<file path="config.mk">
export PLATFORM = sky130hd
export DESIGN_NAME = differential_drive_mixer_failsafe_top
export DESIGN_NICKNAME = d
export VERILOG_FILES = /design/src/sv/ddmf_pkg.sv /design/src/sv/ddmf_queue.sv /design/src/sv/ddmf_front.sv /design/src/sv/ddmf_div.sv /design/src/sv/ddmf_back.sv /design/src/sv/differential_drive_mixer_failsafe_top.sv
export SDC_FILE = /design/constraint.sdc
export NUM_CORES = 2
export LEC_CHECK = 0
export BUFFER_PORTS_ARGS = -buffer_cell sky130_fd_sc_hd__buf_2
export CAP_MARGIN = 20
export CORE_MARGIN = 10
export CORE_UTILIZATION = 47
export CTS_CLUSTER_SIZE = 24
export DETAILED_ROUTE_END_ITERATION = 6
export SLEW_MARGIN = 25
export SYNTH_ARGS = -nofsm -noshare
export SYNTH_HDL_FRONTEND = slang
export SYNTH_HIERARCHICAL = 1
export SYNTH_SLANG_ARGS = --single-unit
</file>
<file path="constraint.sdc">
create_clock -name clk -period 9.4 [get_ports clk]
set_input_delay 1.41 -clock clk [delete_from_list [all_inputs] [get_ports clk]]
set_output_delay 1.41 -clock clk [all_outputs]
set_load 0.005 [all_outputs]
</file>
<file path="src/sv/ddmf_pkg.sv">
// ----------------------------------------------------------------------------
// ddmf_pkg
// Shared types, constants and helpers for the differential drive mixer.
// ----------------------------------------------------------------------------
package ddmf_pkg;

    localparam int TIME_BITS   = 32;
    localparam int QUEUE_DEPTH = 2;
    localparam int CFG_IDX_W   = 3;
    localparam int CFG_DATA_W  = 16;
    localparam int DIV_CNT_W   = $clog2(TIME_BITS + 1);

    localparam int Q_ONE      = 32768;
    localparam int ACTIVE_MIN = 33;
    localparam int DUTY_SCALE = 255;
    localparam int DUTY_MAX   = 255;

    localparam logic signed [15:0] Q_MIN = 16'sh8000;
    localparam logic signed [15:0] Q_MAX = 16'sh7FFF;

    localparam logic [1:0] OP_DRIVE = 2'd0;
    localparam logic [1:0] OP_STOP  = 2'd1;
    localparam logic [1:0] OP_TICK  = 2'd2;

    localparam logic [CFG_IDX_W-1:0] CFG_INVERT_LEFT  = 3'd0;
    localparam logic [CFG_IDX_W-1:0] CFG_INVERT_RIGHT = 3'd1;
    localparam logic [CFG_IDX_W-1:0] CFG_INVERT_STEER = 3'd2;
    localparam logic [CFG_IDX_W-1:0] CFG_DEADZONE     = 3'd3;
    localparam logic [CFG_IDX_W-1:0] CFG_SPIN_SPEED   = 3'd4;
    localparam logic [CFG_IDX_W-1:0] CFG_TIMEOUT      = 3'd5;
    localparam logic [CFG_IDX_W-1:0] CFG_BLINK_HALF   = 3'd6;

    localparam logic [14:0] RST_DEADZONE   = 15'd1638;
    localparam logic [14:0] RST_SPIN_SPEED = 15'd22938;
    localparam logic [15:0] RST_TIMEOUT    = 16'd600;
    localparam logic [15:0] RST_BLINK_HALF = 16'd500;

    localparam logic [1:0] SIDE_NONE  = 2'd0;
    localparam logic [1:0] SIDE_LEFT  = 2'd1;
    localparam logic [1:0] SIDE_RIGHT = 2'd2;

    localparam logic [1:0] PINS_OFF = 2'b00;
    localparam logic [1:0] PINS_FWD = 2'b01;
    localparam logic [1:0] PINS_REV = 2'b10;

    typedef struct packed {
        logic        invert_left;
        logic        invert_right;
        logic        invert_steer;
        logic [14:0] deadzone;
        logic [14:0] spin_speed;
        logic [15:0] timeout_ticks;
        logic [15:0] blink_half_period;
    } cfg_t;

    typedef struct packed {
        logic [1:0]         op;
        logic signed [15:0] base;
        logic [15:0]        factor;
        logic [1:0]         side;
    } cmd_t;

    typedef struct packed {
        logic [1:0] left_pins;
        logic [7:0] left_duty;
        logic [1:0] right_pins;
        logic [7:0] right_duty;
        logic       led_on;
        logic       failsafe;
    } res_t;

    typedef struct packed {
        logic                 start;
        logic [TIME_BITS-1:0] dividend;
        logic [15:0]          divisor;
    } div_req_t;

    typedef struct packed {
        logic done;
        logic q_lsb;
    } div_rsp_t;

    function automatic logic [15:0] mag16(input logic signed [15:0] v);
        logic [15:0] m;
        m = v[15] ? 16'(-v) : 16'(v);
        return m;
    endfunction

endpackage

</file>
<file path="src/sv/ddmf_queue.sv">
// ----------------------------------------------------------------------------
// ddmf_queue
// Short command queue between the classifying front and the executing back.
// ----------------------------------------------------------------------------
module ddmf_queue (
    input  logic          clk,
    input  logic          rst_n,
    input  logic          push,
    input  ddmf_pkg::cmd_t push_data,
    output logic          full,
    input  logic          pop,
    output ddmf_pkg::cmd_t pop_data,
    output logic          empty
);
    import ddmf_pkg::*;

    localparam int PTR_W = (QUEUE_DEPTH > 1) ? $clog2(QUEUE_DEPTH) : 1;
    localparam int CNT_W = $clog2(QUEUE_DEPTH + 1);

    cmd_t             entry_reg [QUEUE_DEPTH];
    logic [PTR_W-1:0] wr_ptr_reg, wr_ptr_next;
    logic [PTR_W-1:0] rd_ptr_reg, rd_ptr_next;
    logic [CNT_W-1:0] count_reg, count_next;

    assign full     = (count_reg == CNT_W'(QUEUE_DEPTH));
    assign empty    = (count_reg == '0);
    assign pop_data = entry_reg[rd_ptr_reg];

    always_comb
    begin
        wr_ptr_next = wr_ptr_reg;
        rd_ptr_next = rd_ptr_reg;
        count_next  = count_reg;
        if (push)
        begin
            wr_ptr_next = (wr_ptr_reg == PTR_W'(QUEUE_DEPTH - 1)) ? '0 : wr_ptr_reg + 1'b1;
        end
        if (pop)
        begin
            rd_ptr_next = (rd_ptr_reg == PTR_W'(QUEUE_DEPTH - 1)) ? '0 : rd_ptr_reg + 1'b1;
        end
        if (push && !pop)
        begin
            count_next = count_reg + 1'b1;
        end
        else if (pop && !push)
        begin
            count_next = count_reg - 1'b1;
        end
    end

    always_ff @(posedge clk or negedge rst_n)
    begin
        if (!rst_n)
        begin
            wr_ptr_reg <= '0;
            rd_ptr_reg <= '0;
            count_reg  <= '0;
        end
        else
        begin
            wr_ptr_reg <= wr_ptr_next;
            rd_ptr_reg <= rd_ptr_next;
            count_reg  <= count_next;
        end
    end

    always_ff @(posedge clk)
    begin
        if (push)
        begin
            entry_reg[wr_ptr_reg] <= push_data;
        end
    end

    a_no_overflow: assert property (@(posedge clk) disable iff (!rst_n)
        push |-> (count_reg < CNT_W'(QUEUE_DEPTH)))
        else $error("queue push while full");

    a_no_underflow: assert property (@(posedge clk) disable iff (!rst_n)
        pop |-> (count_reg != '0))
        else $error("queue pop while empty");

    a_count_bound: assert property (@(posedge clk) disable iff (!rst_n)
        count_reg <= CNT_W'(QUEUE_DEPTH))
        else $error("queue count out of range");

endmodule

</file>
<file path="src/sv/ddmf_front.sv">
// ----------------------------------------------------------------------------
// ddmf_front
// Config registers, input acceptance and steer/throttle classification.
// ----------------------------------------------------------------------------
module ddmf_front (
    input  logic                               clk,
    input  logic                               rst_n,
    input  logic                               in_valid,
    output logic                               in_stall,
    input  logic [1:0]                         operation,
    input  logic signed [15:0]                 steer_value,
    input  logic signed [15:0]                 throttle_value,
    input  logic                               cfg_we,
    input  logic [ddmf_pkg::CFG_IDX_W-1:0]     cfg_index,
    input  logic [ddmf_pkg::CFG_DATA_W-1:0]    cfg_data,
    input  logic                               q_full,
    output logic                               q_push,
    output ddmf_pkg::cmd_t                     q_data,
    output ddmf_pkg::cfg_t                     cfg
);
    import ddmf_pkg::*;

    cfg_t cfg_reg, cfg_next;

    logic signed [15:0] s_inv;
    logic [15:0]        s_mag, t_mag;
    logic signed [15:0] s_dz, t_dz;
    logic [15:0]        s_dz_mag, t_dz_mag;
    logic               s_act, t_act;

    assign cfg      = cfg_reg;
    assign in_stall = q_full;
    assign q_push   = in_valid && !q_full;

    always_comb
    begin
        cfg_next = cfg_reg;
        if (cfg_we)
        begin
            unique case (cfg_index)
                CFG_INVERT_LEFT:  cfg_next.invert_left       = cfg_data[0];
                CFG_INVERT_RIGHT: cfg_next.invert_right      = cfg_data[0];
                CFG_INVERT_STEER: cfg_next.invert_steer      = cfg_data[0];
                CFG_DEADZONE:     cfg_next.deadzone          = cfg_data[14:0];
                CFG_SPIN_SPEED:   cfg_next.spin_speed        = cfg_data[14:0];
                CFG_TIMEOUT:      cfg_next.timeout_ticks     = cfg_data[15:0];
                CFG_BLINK_HALF:   cfg_next.blink_half_period = cfg_data[15:0];
                default:          cfg_next = cfg_reg;
            endcase
        end
    end

    always_ff @(posedge clk or negedge rst_n)
    begin
        if (!rst_n)
        begin
            cfg_reg.invert_left       <= 1'b0;
            cfg_reg.invert_right      <= 1'b0;
            cfg_reg.invert_steer      <= 1'b1;
            cfg_reg.deadzone          <= RST_DEADZONE;
            cfg_reg.spin_speed        <= RST_SPIN_SPEED;
            cfg_reg.timeout_ticks     <= RST_TIMEOUT;
            cfg_reg.blink_half_period <= RST_BLINK_HALF;
        end
        else
        begin
            cfg_reg <= cfg_next;
        end
    end

    // steer negation saturates, then deadzone on both values
    always_comb
    begin
        if (cfg_reg.invert_steer)
        begin
            s_inv = (steer_value == Q_MIN) ? Q_MAX : -steer_value;
        end
        else
        begin
            s_inv = steer_value;
        end
        s_mag    = mag16(s_inv);
        t_mag    = mag16(throttle_value);
        s_dz     = (s_mag < {1'b0, cfg_reg.deadzone}) ? 16'sd0 : s_inv;
        t_dz     = (t_mag < {1'b0, cfg_reg.deadzone}) ? 16'sd0 : throttle_value;
        s_dz_mag = mag16(s_dz);
        t_dz_mag = mag16(t_dz);
        s_act    = (s_dz_mag >= 16'(ACTIVE_MIN));
        t_act    = (t_dz_mag >= 16'(ACTIVE_MIN));

        q_data.op = operation;
        priority if (t_act)
        begin
            q_data.base = t_dz;
        end
        else if (s_act)
        begin
            q_data.base = signed'({1'b0, cfg_reg.spin_speed});
        end
        else
        begin
            q_data.base = 16'sd0;
        end
        q_data.factor = 16'(17'(Q_ONE) - 17'(s_dz_mag));
        priority if (s_dz == 16'sd0)
        begin
            q_data.side = SIDE_NONE;
        end
        else if (s_dz[15])
        begin
            q_data.side = SIDE_LEFT;
        end
        else
        begin
            q_data.side = SIDE_RIGHT;
        end
    end

endmodule

</file>
<file path="src/sv/ddmf_div.sv">
// ----------------------------------------------------------------------------
// ddmf_div
// Bit-serial restoring divider giving the low quotient bit for the LED blink.
// ----------------------------------------------------------------------------
module ddmf_div (
    input  logic               clk,
    input  logic               rst_n,
    input  ddmf_pkg::div_req_t req,
    output ddmf_pkg::div_rsp_t rsp
);
    import ddmf_pkg::*;

    logic                 busy_reg, busy_next;
    logic                 done_reg, done_next;
    logic                 q_lsb_reg, q_lsb_next;
    logic [DIV_CNT_W-1:0] cnt_reg, cnt_next;
    logic [TIME_BITS-1:0] dvd_reg, dvd_next;
    logic [15:0]          dvs_reg, dvs_next;
    logic [15:0]          rem_reg, rem_next;
    logic [16:0]          trial;
    logic                 q_bit;

    assign rsp.done  = done_reg;
    assign rsp.q_lsb = q_lsb_reg;

    always_comb
    begin
        busy_next  = busy_reg;
        done_next  = 1'b0;
        q_lsb_next = q_lsb_reg;
        cnt_next   = cnt_reg;
        dvd_next   = dvd_reg;
        dvs_next   = dvs_reg;
        rem_next   = rem_reg;
        trial      = {rem_reg, dvd_reg[TIME_BITS-1]};
        q_bit      = (trial >= {1'b0, dvs_reg});
        if (req.start)
        begin
            busy_next = 1'b1;
            cnt_next  = DIV_CNT_W'(TIME_BITS);
            dvd_next  = req.dividend;
            dvs_next  = req.divisor;
            rem_next  = '0;
        end
        else if (busy_reg)
        begin
            rem_next = q_bit ? 16'(trial - {1'b0, dvs_reg}) : trial[15:0];
            dvd_next = {dvd_reg[TIME_BITS-2:0], 1'b0};
            cnt_next = cnt_reg - 1'b1;
            if (cnt_reg == DIV_CNT_W'(1))
            begin
                busy_next  = 1'b0;
                done_next  = 1'b1;
                q_lsb_next = q_bit;
            end
        end
    end

    always_ff @(posedge clk or negedge rst_n)
    begin
        if (!rst_n)
        begin
            busy_reg <= 1'b0;
            done_reg <= 1'b0;
            cnt_reg  <= '0;
        end
        else
        begin
            busy_reg <= busy_next;
            done_reg <= done_next;
            cnt_reg  <= cnt_next;
        end
    end

    always_ff @(posedge clk)
    begin
        q_lsb_reg <= q_lsb_next;
        dvd_reg   <= dvd_next;
        dvs_reg   <= dvs_next;
        rem_reg   <= rem_next;
    end

endmodule

</file>
<file path="src/sv/ddmf_back.sv">
// ----------------------------------------------------------------------------
// ddmf_back
// Mixer multiply, duty mapping, watchdog and result register.
// ----------------------------------------------------------------------------
module ddmf_back (
    input  logic           clk,
    input  logic           rst_n,
    input  ddmf_pkg::cfg_t cfg,
    input  logic           q_empty,
    input  ddmf_pkg::cmd_t q_data,
    output logic           q_pop,
    output logic           out_valid,
    input  logic           out_stall,
    output ddmf_pkg::res_t res
);
    import ddmf_pkg::*;

    localparam logic [2:0] ST_IDLE = 3'd0;
    localparam logic [2:0] ST_MUL  = 3'd1;
    localparam logic [2:0] ST_DUTY = 3'd2;
    localparam logic [2:0] ST_DIV  = 3'd3;
    localparam logic [2:0] ST_OUT  = 3'd4;

    logic [2:0]           state_reg, state_next;
    cmd_t                 cmd_reg, cmd_next;
    logic signed [15:0]   l_reg, l_next, r_reg, r_next;
    logic [TIME_BITS-1:0] time_reg, time_next, last_reg, last_next;
    logic [1:0]           lpins_reg, lpins_next, rpins_reg, rpins_next;
    logic [7:0]           lduty_reg, lduty_next, rduty_reg, rduty_next;
    logic                 fs_reg, fs_next, led_reg, led_next;
    logic                 out_valid_reg, out_valid_next;
    res_t                 res_reg, res_next;

    logic [15:0]          base_mag;
    logic [31:0]          prod;
    logic signed [15:0]   v_mul;
    logic [15:0]          lmag, rmag;
    logic [23:0]          lprod, rprod;
    logic [7:0]           lduty_calc, rduty_calc;
    logic [1:0]           lpins_calc, rpins_calc;
    logic [TIME_BITS-1:0] elapsed;
    logic                 fs_calc;
    div_req_t             div_req;
    div_rsp_t             div_rsp;

    assign out_valid = out_valid_reg;
    assign res       = res_reg;
    assign q_pop     = (state_reg == ST_IDLE) && !q_empty;

    ddmf_div u_div (
        .clk   (clk),
        .rst_n (rst_n),
        .req   (div_req),
        .rsp   (div_rsp)
    );

    // mix product, truncated toward zero
    always_comb
    begin
        base_mag = mag16(cmd_reg.base);
        prod     = base_mag * cmd_reg.factor;
        v_mul    = cmd_reg.base[15] ? -signed'(prod[30:15]) : signed'(prod[30:15]);
    end

    // duty and pin pair per wheel, and the watchdog timeout check
    always_comb
    begin
        lmag       = mag16(l_reg);
        rmag       = mag16(r_reg);
        lprod      = lmag * 8'(DUTY_SCALE);
        rprod      = rmag * 8'(DUTY_SCALE);
        lduty_calc = (lprod[23:15] > 9'(DUTY_MAX)) ? 8'(DUTY_MAX) : lprod[22:15];
        rduty_calc = (rprod[23:15] > 9'(DUTY_MAX)) ? 8'(DUTY_MAX) : rprod[22:15];
        if (lduty_calc == 8'd0)
        begin
            lpins_calc = PINS_OFF;
        end
        else
        begin
            lpins_calc = (!l_reg[15] != cfg.invert_left) ? PINS_FWD : PINS_REV;
        end
        if (rduty_calc == 8'd0)
        begin
            rpins_calc = PINS_OFF;
        end
        else
        begin
            rpins_calc = (!r_reg[15] != cfg.invert_right) ? PINS_FWD : PINS_REV;
        end
        elapsed = time_reg - last_reg;
        fs_calc = (elapsed > TIME_BITS'(cfg.timeout_ticks));
    end

    always_comb
    begin
        state_next     = state_reg;
        cmd_next       = cmd_reg;
        l_next         = l_reg;
        r_next         = r_reg;
        time_next      = time_reg;
        last_next      = last_reg;
        lpins_next     = lpins_reg;
        lduty_next     = lduty_reg;
        rpins_next     = rpins_reg;
        rduty_next     = rduty_reg;
        fs_next        = fs_reg;
        led_next       = led_reg;
        out_valid_next = out_valid_reg && out_stall;
        res_next       = res_reg;

        div_req.start    = 1'b0;
        div_req.dividend = time_reg;
        div_req.divisor  = (cfg.blink_half_period == 16'd0) ? 16'd1 : cfg.blink_half_period;

        unique case (state_reg)
            ST_IDLE:
            begin
                if (!q_empty)
                begin
                    cmd_next   = q_data;
                    state_next = ST_MUL;
                end
            end
            ST_MUL:
            begin
                l_next = (cmd_reg.side == SIDE_LEFT) ? v_mul : cmd_reg.base;
                r_next = (cmd_reg.side == SIDE_RIGHT) ? v_mul : cmd_reg.base;
                if (cmd_reg.op == OP_TICK)
                begin
                    time_next = time_reg + 1'b1;
                end
                else if (cmd_reg.op == OP_DRIVE || cmd_reg.op == OP_STOP)
                begin
                    last_next = time_reg;
                end
                state_next = ST_DUTY;
            end
            ST_DUTY:
            begin
                if (cmd_reg.op == OP_DRIVE)
                begin
                    lpins_next = lpins_calc;
                    lduty_next = lduty_calc;
                    rpins_next = rpins_calc;
                    rduty_next = rduty_calc;
                end
                if (cmd_reg.op == OP_STOP || fs_calc)
                begin
                    lpins_next = PINS_OFF;
                    lduty_next = 8'd0;
                    rpins_next = PINS_OFF;
                    rduty_next = 8'd0;
                end
                fs_next  = fs_calc;
                led_next = 1'b1;
                if (fs_calc)
                begin
                    div_req.start = 1'b1;
                    state_next    = ST_DIV;
                end
                else
                begin
                    state_next = ST_OUT;
                end
            end
            ST_DIV:
            begin
                if (div_rsp.done)
                begin
                    led_next   = !div_rsp.q_lsb;
                    state_next = ST_OUT;
                end
            end
            ST_OUT:
            begin
                if (!out_valid_reg || !out_stall)
                begin
                    out_valid_next      = 1'b1;
                    res_next.left_pins  = lpins_reg;
                    res_next.left_duty  = lduty_reg;
                    res_next.right_pins = rpins_reg;
                    res_next.right_duty = rduty_reg;
                    res_next.led_on     = led_reg;
                    res_next.failsafe   = fs_reg;
                    state_next          = ST_IDLE;
                end
            end
            default:
            begin
                state_next = ST_IDLE;
            end
        endcase
    end

    always_ff @(posedge clk or negedge rst_n)
    begin
        if (!rst_n)
        begin
            state_reg     <= ST_IDLE;
            time_reg      <= '0;
            last_reg      <= '0;
            lpins_reg     <= PINS_OFF;
            lduty_reg     <= 8'd0;
            rpins_reg     <= PINS_OFF;
            rduty_reg     <= 8'd0;
            fs_reg        <= 1'b0;
            led_reg       <= 1'b1;
            out_valid_reg <= 1'b0;
        end
        else
        begin
            state_reg     <= state_next;
            time_reg      <= time_next;
            last_reg      <= last_next;
            lpins_reg     <= lpins_next;
            lduty_reg     <= lduty_next;
            rpins_reg     <= rpins_next;
            rduty_reg     <= rduty_next;
            fs_reg        <= fs_next;
            led_reg       <= led_next;
            out_valid_reg <= out_valid_next;
        end
    end

    always_ff @(posedge clk)
    begin
        cmd_reg <= cmd_next;
        l_reg   <= l_next;
        r_reg   <= r_next;
        res_reg <= res_next;
    end

    a_div_only_failsafe: assert property (@(posedge clk) disable iff (!rst_n)
        (state_reg == ST_DIV) |-> fs_reg)
        else $error("divider running outside failsafe");

    a_failsafe_stops: assert property (@(posedge clk) disable iff (!rst_n)
        (out_valid_reg && res_reg.failsafe) |->
            (res_reg.left_duty == 8'd0 && res_reg.right_duty == 8'd0))
        else $error("motors driven in failsafe");

    a_left_pins: assert property (@(posedge clk) disable iff (!rst_n)
        (lpins_reg != 2'b11) && ((lpins_reg != PINS_OFF) == (lduty_reg != 8'd0)))
        else $error("left pin pair inconsistent with duty");

    a_right_pins: assert property (@(posedge clk) disable iff (!rst_n)
        (rpins_reg != 2'b11) && ((rpins_reg != PINS_OFF) == (rduty_reg != 8'd0)))
        else $error("right pin pair inconsistent with duty");

    a_div_start: assert property (@(posedge clk) disable iff (!rst_n)
        div_req.start |=> (state_reg == ST_DIV))
        else $error("divider started without wait state");

endmodule

</file>
<file path="src/sv/differential_drive_mixer_failsafe_top.sv">
// ----------------------------------------------------------------------------
// differential_drive_mixer_failsafe_top
// Arcade mixer for a two-wheel drive with command-timeout failsafe.
// ----------------------------------------------------------------------------
// input channel: in_valid/in_stall carry one word per drive command, stop
// command or 1 ms tick (operation, steer_value, throttle_value)
// output channel: out_valid/out_stall return one word per input word with
// both bridge pin pairs, both duties, led_on and failsafe_active
// config: cfg_we writes cfg_data into register cfg_index, one per cycle
// the back end takes one word at a time through queue pop, mix multiply,
// duty multiply and output load, and pops no new word before the last loads
// in failsafe a divider step between duty and output waits on a bit-serial
// divider for the blink phase
// a 2-entry queue takes words while the back end works or the output stalls;
// in_stall rises only when that queue is full
// out_stall holds the result word; the back end waits, the queue fills
// reset: motor regs off, not res, timers 0, cfg defaults, no word in flight
// ----------------------------------------------------------------------------
module differential_drive_mixer_failsafe_top (
    input  logic                            clk,
    input  logic                            rst_n,
    input  logic                            in_valid,
    output logic                            in_stall,
    input  logic [1:0]                      operation,
    input  logic signed [15:0]              steer_value,
    input  logic signed [15:0]              throttle_value,
    input  logic                            cfg_we,
    input  logic [ddmf_pkg::CFG_IDX_W-1:0]  cfg_index,
    input  logic [ddmf_pkg::CFG_DATA_W-1:0] cfg_data,
    output logic                            out_valid,
    input  logic                            out_stall,
    output logic                            left_in_a,
    output logic                            left_in_b,
    output logic [7:0]                      left_duty,
    output logic                            right_in_a,
    output logic                            right_in_b,
    output logic [7:0]                      right_duty,
    output logic                            led_on,
    output logic                            failsafe_active
);
    import ddmf_pkg::*;

    cfg_t cfg;
    cmd_t push_data, pop_data;
    res_t res;
    logic q_push, q_full, q_pop, q_empty;

    ddmf_front u_front (
        .clk            (clk),
        .rst_n          (rst_n),
        .in_valid       (in_valid),
        .in_stall       (in_stall),
        .operation      (operation),
        .steer_value    (steer_value),
        .throttle_value (throttle_value),
        .cfg_we         (cfg_we),
        .cfg_index      (cfg_index),
        .cfg_data       (cfg_data),
        .q_full         (q_full),
        .q_push         (q_push),
        .q_data         (push_data),
        .cfg            (cfg)
    );

    ddmf_queue u_queue (
        .clk       (clk),
        .rst_n     (rst_n),
        .push      (q_push),
        .push_data (push_data),
        .full      (q_full),
        .pop       (q_pop),
        .pop_data  (pop_data),
        .empty     (q_empty)
    );

    ddmf_back u_back (
        .clk       (clk),
        .rst_n     (rst_n),
        .cfg       (cfg),
        .q_empty   (q_empty),
        .q_data    (pop_data),
        .q_pop     (q_pop),
        .out_valid (out_valid),
        .out_stall (out_stall),
        .res       (res)
    );

    assign left_in_a       = res.left_pins[0];
    assign left_in_b       = res.left_pins[1];
    assign left_duty       = res.left_duty;
    assign right_in_a      = res.right_pins[0];
    assign right_in_b      = res.right_pins[1];
    assign right_duty      = res.right_duty;
    assign led_on          = res.led_on;
    assign failsafe_active = res.failsafe;

endmodule
</file>
==> results.toml <==
[cells_and_area]
fin_nets = 4509
mostFrequentLayoutCells = "inv_1, nand2_1, fa_1"
fill_cells = 7380
multi_input_area_mm2 = 0.02358
final_common_cell = "inv_1"
largest_reg_flops = 72
drive_gt1_share_pct = 11.32
area_growth_pct = 7.619
final_core_util_pct = 50.91
regArea_mm2 = 0.01087

[sta]
slew_violations = 0
rsz0062_at_grt = "false"
tightest_slew_ps = 932.8
timing.fmax_mhz = 112.5
slew_headroom_pct = 37.30
finClkSkew_ps = 14.81
layout_min_cycle_time_ps = 8885
hold_viol_final = 0
period_share_pct = 94.52
setup_viol = 0
tns_ps = 0

[floorplanning]
start_util_pct = 47.31
dieWidth_um = 301.8
rows = 103
core_region_area_mm2 = 0.07887
die-area_mm2 = 0.09105
io_pins = 82
dieHeight_um = 301.8

[drt]
wirelength_mm = 84.25
vias = 26360
drc = 0
viasPerCell = 5.346
first_pass_iters = 5
drtAntennaViolNets = 0
wl_per_cell_um = 17.09
drtIter0Drc = 1468

[global_route]
grt_max_degree = 99
antenna_found_initial = 2
grt_usage_pct = 18.61
grt_pass1_wl_mm = 138.8
grt_pass1_vias = 26130
grt_remaining_overflow = 0

[setup_path]
cp-start-kind = "flop"
cp-end-kind = "flop"
r2r_slack_ps = 510
cp.required_ps = 9720
cp.arrival_ps = 9200
path_max_fanout = 8
worstSetupPathType = "flop to flop"

[clock_tree]
cts-resized-gates = 0
h-tree-depth = 2
cts-root-buf = "clkbuf_16"
cts.sinks = 394
cts_setup_buffers = 0
cts_tree = "built"
cts_hold_buffers = 0
clk_path_buf_depth = 3
clk_pin_slew_ps = 60
clock_latency_ps = 580
cts_buffers = 45

[place]
portBuffers = 81
dpl.hpwl_mm = 66.44
gp_congestion = 0.8846

[synth]
syn_avg_cell_area_um2 = 9.760
synth-seq-area-share_pct = 29.13
synth_edf_count = 211
async_flop_share_pct = 42.39
ys.flop_type = "edfxtp_1"
synth_nets = 4490
syn_inst = 3823
synth.distinct_cells = 105
yosys_warnings = 6
ys_ff_latch = 394
syn-cell-area_mm2 = 0.03731

[job]
cap_violations = 0

[outcome]
status = "complete, no violations"

[hold_path]
holdCritPathClass = "flop to flop"
-- cells by family after synthesis --
kind of cell / Yosys count / synth area share [%]
XOR/XNOR: 245 / 5.791
flip-flops: 394 / 29.13
adder cells (fa/ha/maj): 609 / 26.62
AO/OA/AOI/OAI: 622 / 11.16
buffers and inverters: 735 / 7.941
AND/OR/NAND/NOR: 1050 / 14.05
multiplexers: 168 / 5.309
-- through the flow --
step,setup slack [ps],instances,instance area (um^2),hold WS [ps]
4_1_cts,507.9,4929,40120,443.6
2_1_floorplan,1016,3823,37310,417.8
3_5_place_dp,539.0,4845,38660,426.5
6_report,515.0,4931,40150,439.5
5_1_grt,60.14,4929,40150,457.1
3_3_place_gp,637.2,4844,38630,425.9
-- path summary, 6_finish.rpt --
path                            depth (start not counted)                       startpoint                         endpoint
max in group asynchronous                               2                            rst_n  u_back/lduty_reg[1]$_DFFE_PN0P_
worst max-delay path                                   26     u_back/cmd_reg[19]$_DFFE_PP_       u_back/r_reg[15]$_DFFE_PP_
worst min-delay path                                    0  u_back/rduty_reg[5]$_DFFE_PN0P_          u_back/res[7]$_DFFE_PP_
worst min register to register                          0  u_back/rduty_reg[5]$_DFFE_PN0P_          u_back/res[7]$_DFFE_PP_
worst max register to register                         26     u_back/cmd_reg[19]$_DFFE_PP_       u_back/r_reg[15]$_DFFE_PP_
min in group asynchronous                               1                            rst_n   u_back/time_reg[6]$_DFFE_PN0P_
-- routing by layer --
layer	global-route usage (%)	vias up	share of wire, %
met5	0	-	0
met2	29.82	470	46
li1	-	12900	-
met4	4.586	0	2.3
met3	2.180	107	3.8
met1	26.62	12880	48
-- cell type report --
class,instances,area share [%]
inverters,588,5.509
diodes,2,0.01246
multi-input cells,2694,58.72
repair buffers,119,1.782
well taps,1050,3.272
flip-flops and latches,394,27.08
clock inverters,31,0.6731
clock buffers,53,2.954
-- synth_stat cells (11+ instances only) --
| library cell | instances | area share (%) |
|---|---|---|
| inv_1 | 586 | 5.9 |
| nand2_1 | 412 | 4.1 |
| fa_1 | 308 | 17 |
| ha_1 | 301 | 10 |
| edfxtp_1 | 211 | 17 |
| nor2_1 | 161 | 1.6 |
| o21ai_0 | 160 | 2.1 |
| xnor2_1 | 157 | 3.7 |
| dfrtp_1 | 141 | 9.5 |
| a21oi_1 | 136 | 1.8 |
| and2_1 | 128 | 2.1 |
| mux2_2 | 110 | 3.3 |
| clkbuf_1 | 108 | 1.1 |
| xor2_1 | 86 | 2.0 |
| nand3_1 | 64 | 0.86 |
| nor3_1 | 47 | 0.63 |
| a21o_1 | 34 | 0.68 |
| nand4_1 | 31 | 0.52 |
| nor2b_1 | 31 | 0.52 |
| a211oi_1 | 30 | 0.60 |
| mux2_4 | 30 | 1.2 |
| nand2b_1 | 29 | 0.49 |
| o31ai_1 | 27 | 0.54 |
| dfstp_2 | 26 | 1.8 |
| a31oi_1 | 22 | 0.37 |
| and3_1 | 21 | 0.35 |
| or3_1 | 21 | 0.35 |
| mux2i_1 | 19 | 0.51 |
| buf_2 | 17 | 0.23 |
| o211ai_1 | 17 | 0.34 |
| a22o_1 | 16 | 0.38 |
| dfxtp_1 | 16 | 0.86 |
| nor4_1 | 16 | 0.27 |
| o21a_1 | 16 | 0.32 |
| nor3b_1 | 13 | 0.26 |
| o21ai_1 | 13 | 0.17 |
| buf_6 | 12 | 0.36 |
| o21bai_1 | 12 | 0.24 |
| nand4b_1 | 11 | 0.26 |
-- worst max-delay path, stage by stage (launching register included) --
cell      delay [ps]
edfxtp_1         450
or3_1            420
or3_1            420
or3b_2           500
nand2_1          100
xnor2_1          410
nand2_1          160
fa_1             540
fa_1             430
fa_1             510
inv_1             40
fa_1             460
fa_1             550
inv_1             50
fa_1             530
inv_1             40
ha_1             370
a21o_1           220
a21o_1           170
o31ai_1          450
a31oi_1          260
a221oi_1         380
xor2_1           320
o21ai_0          220
nor4b_2          310
xor2_1           210
o21ai_0           90
Power is not shown: default switching activity piles up to over one toggle a cycle in this logic, so the estimate is an artifact.
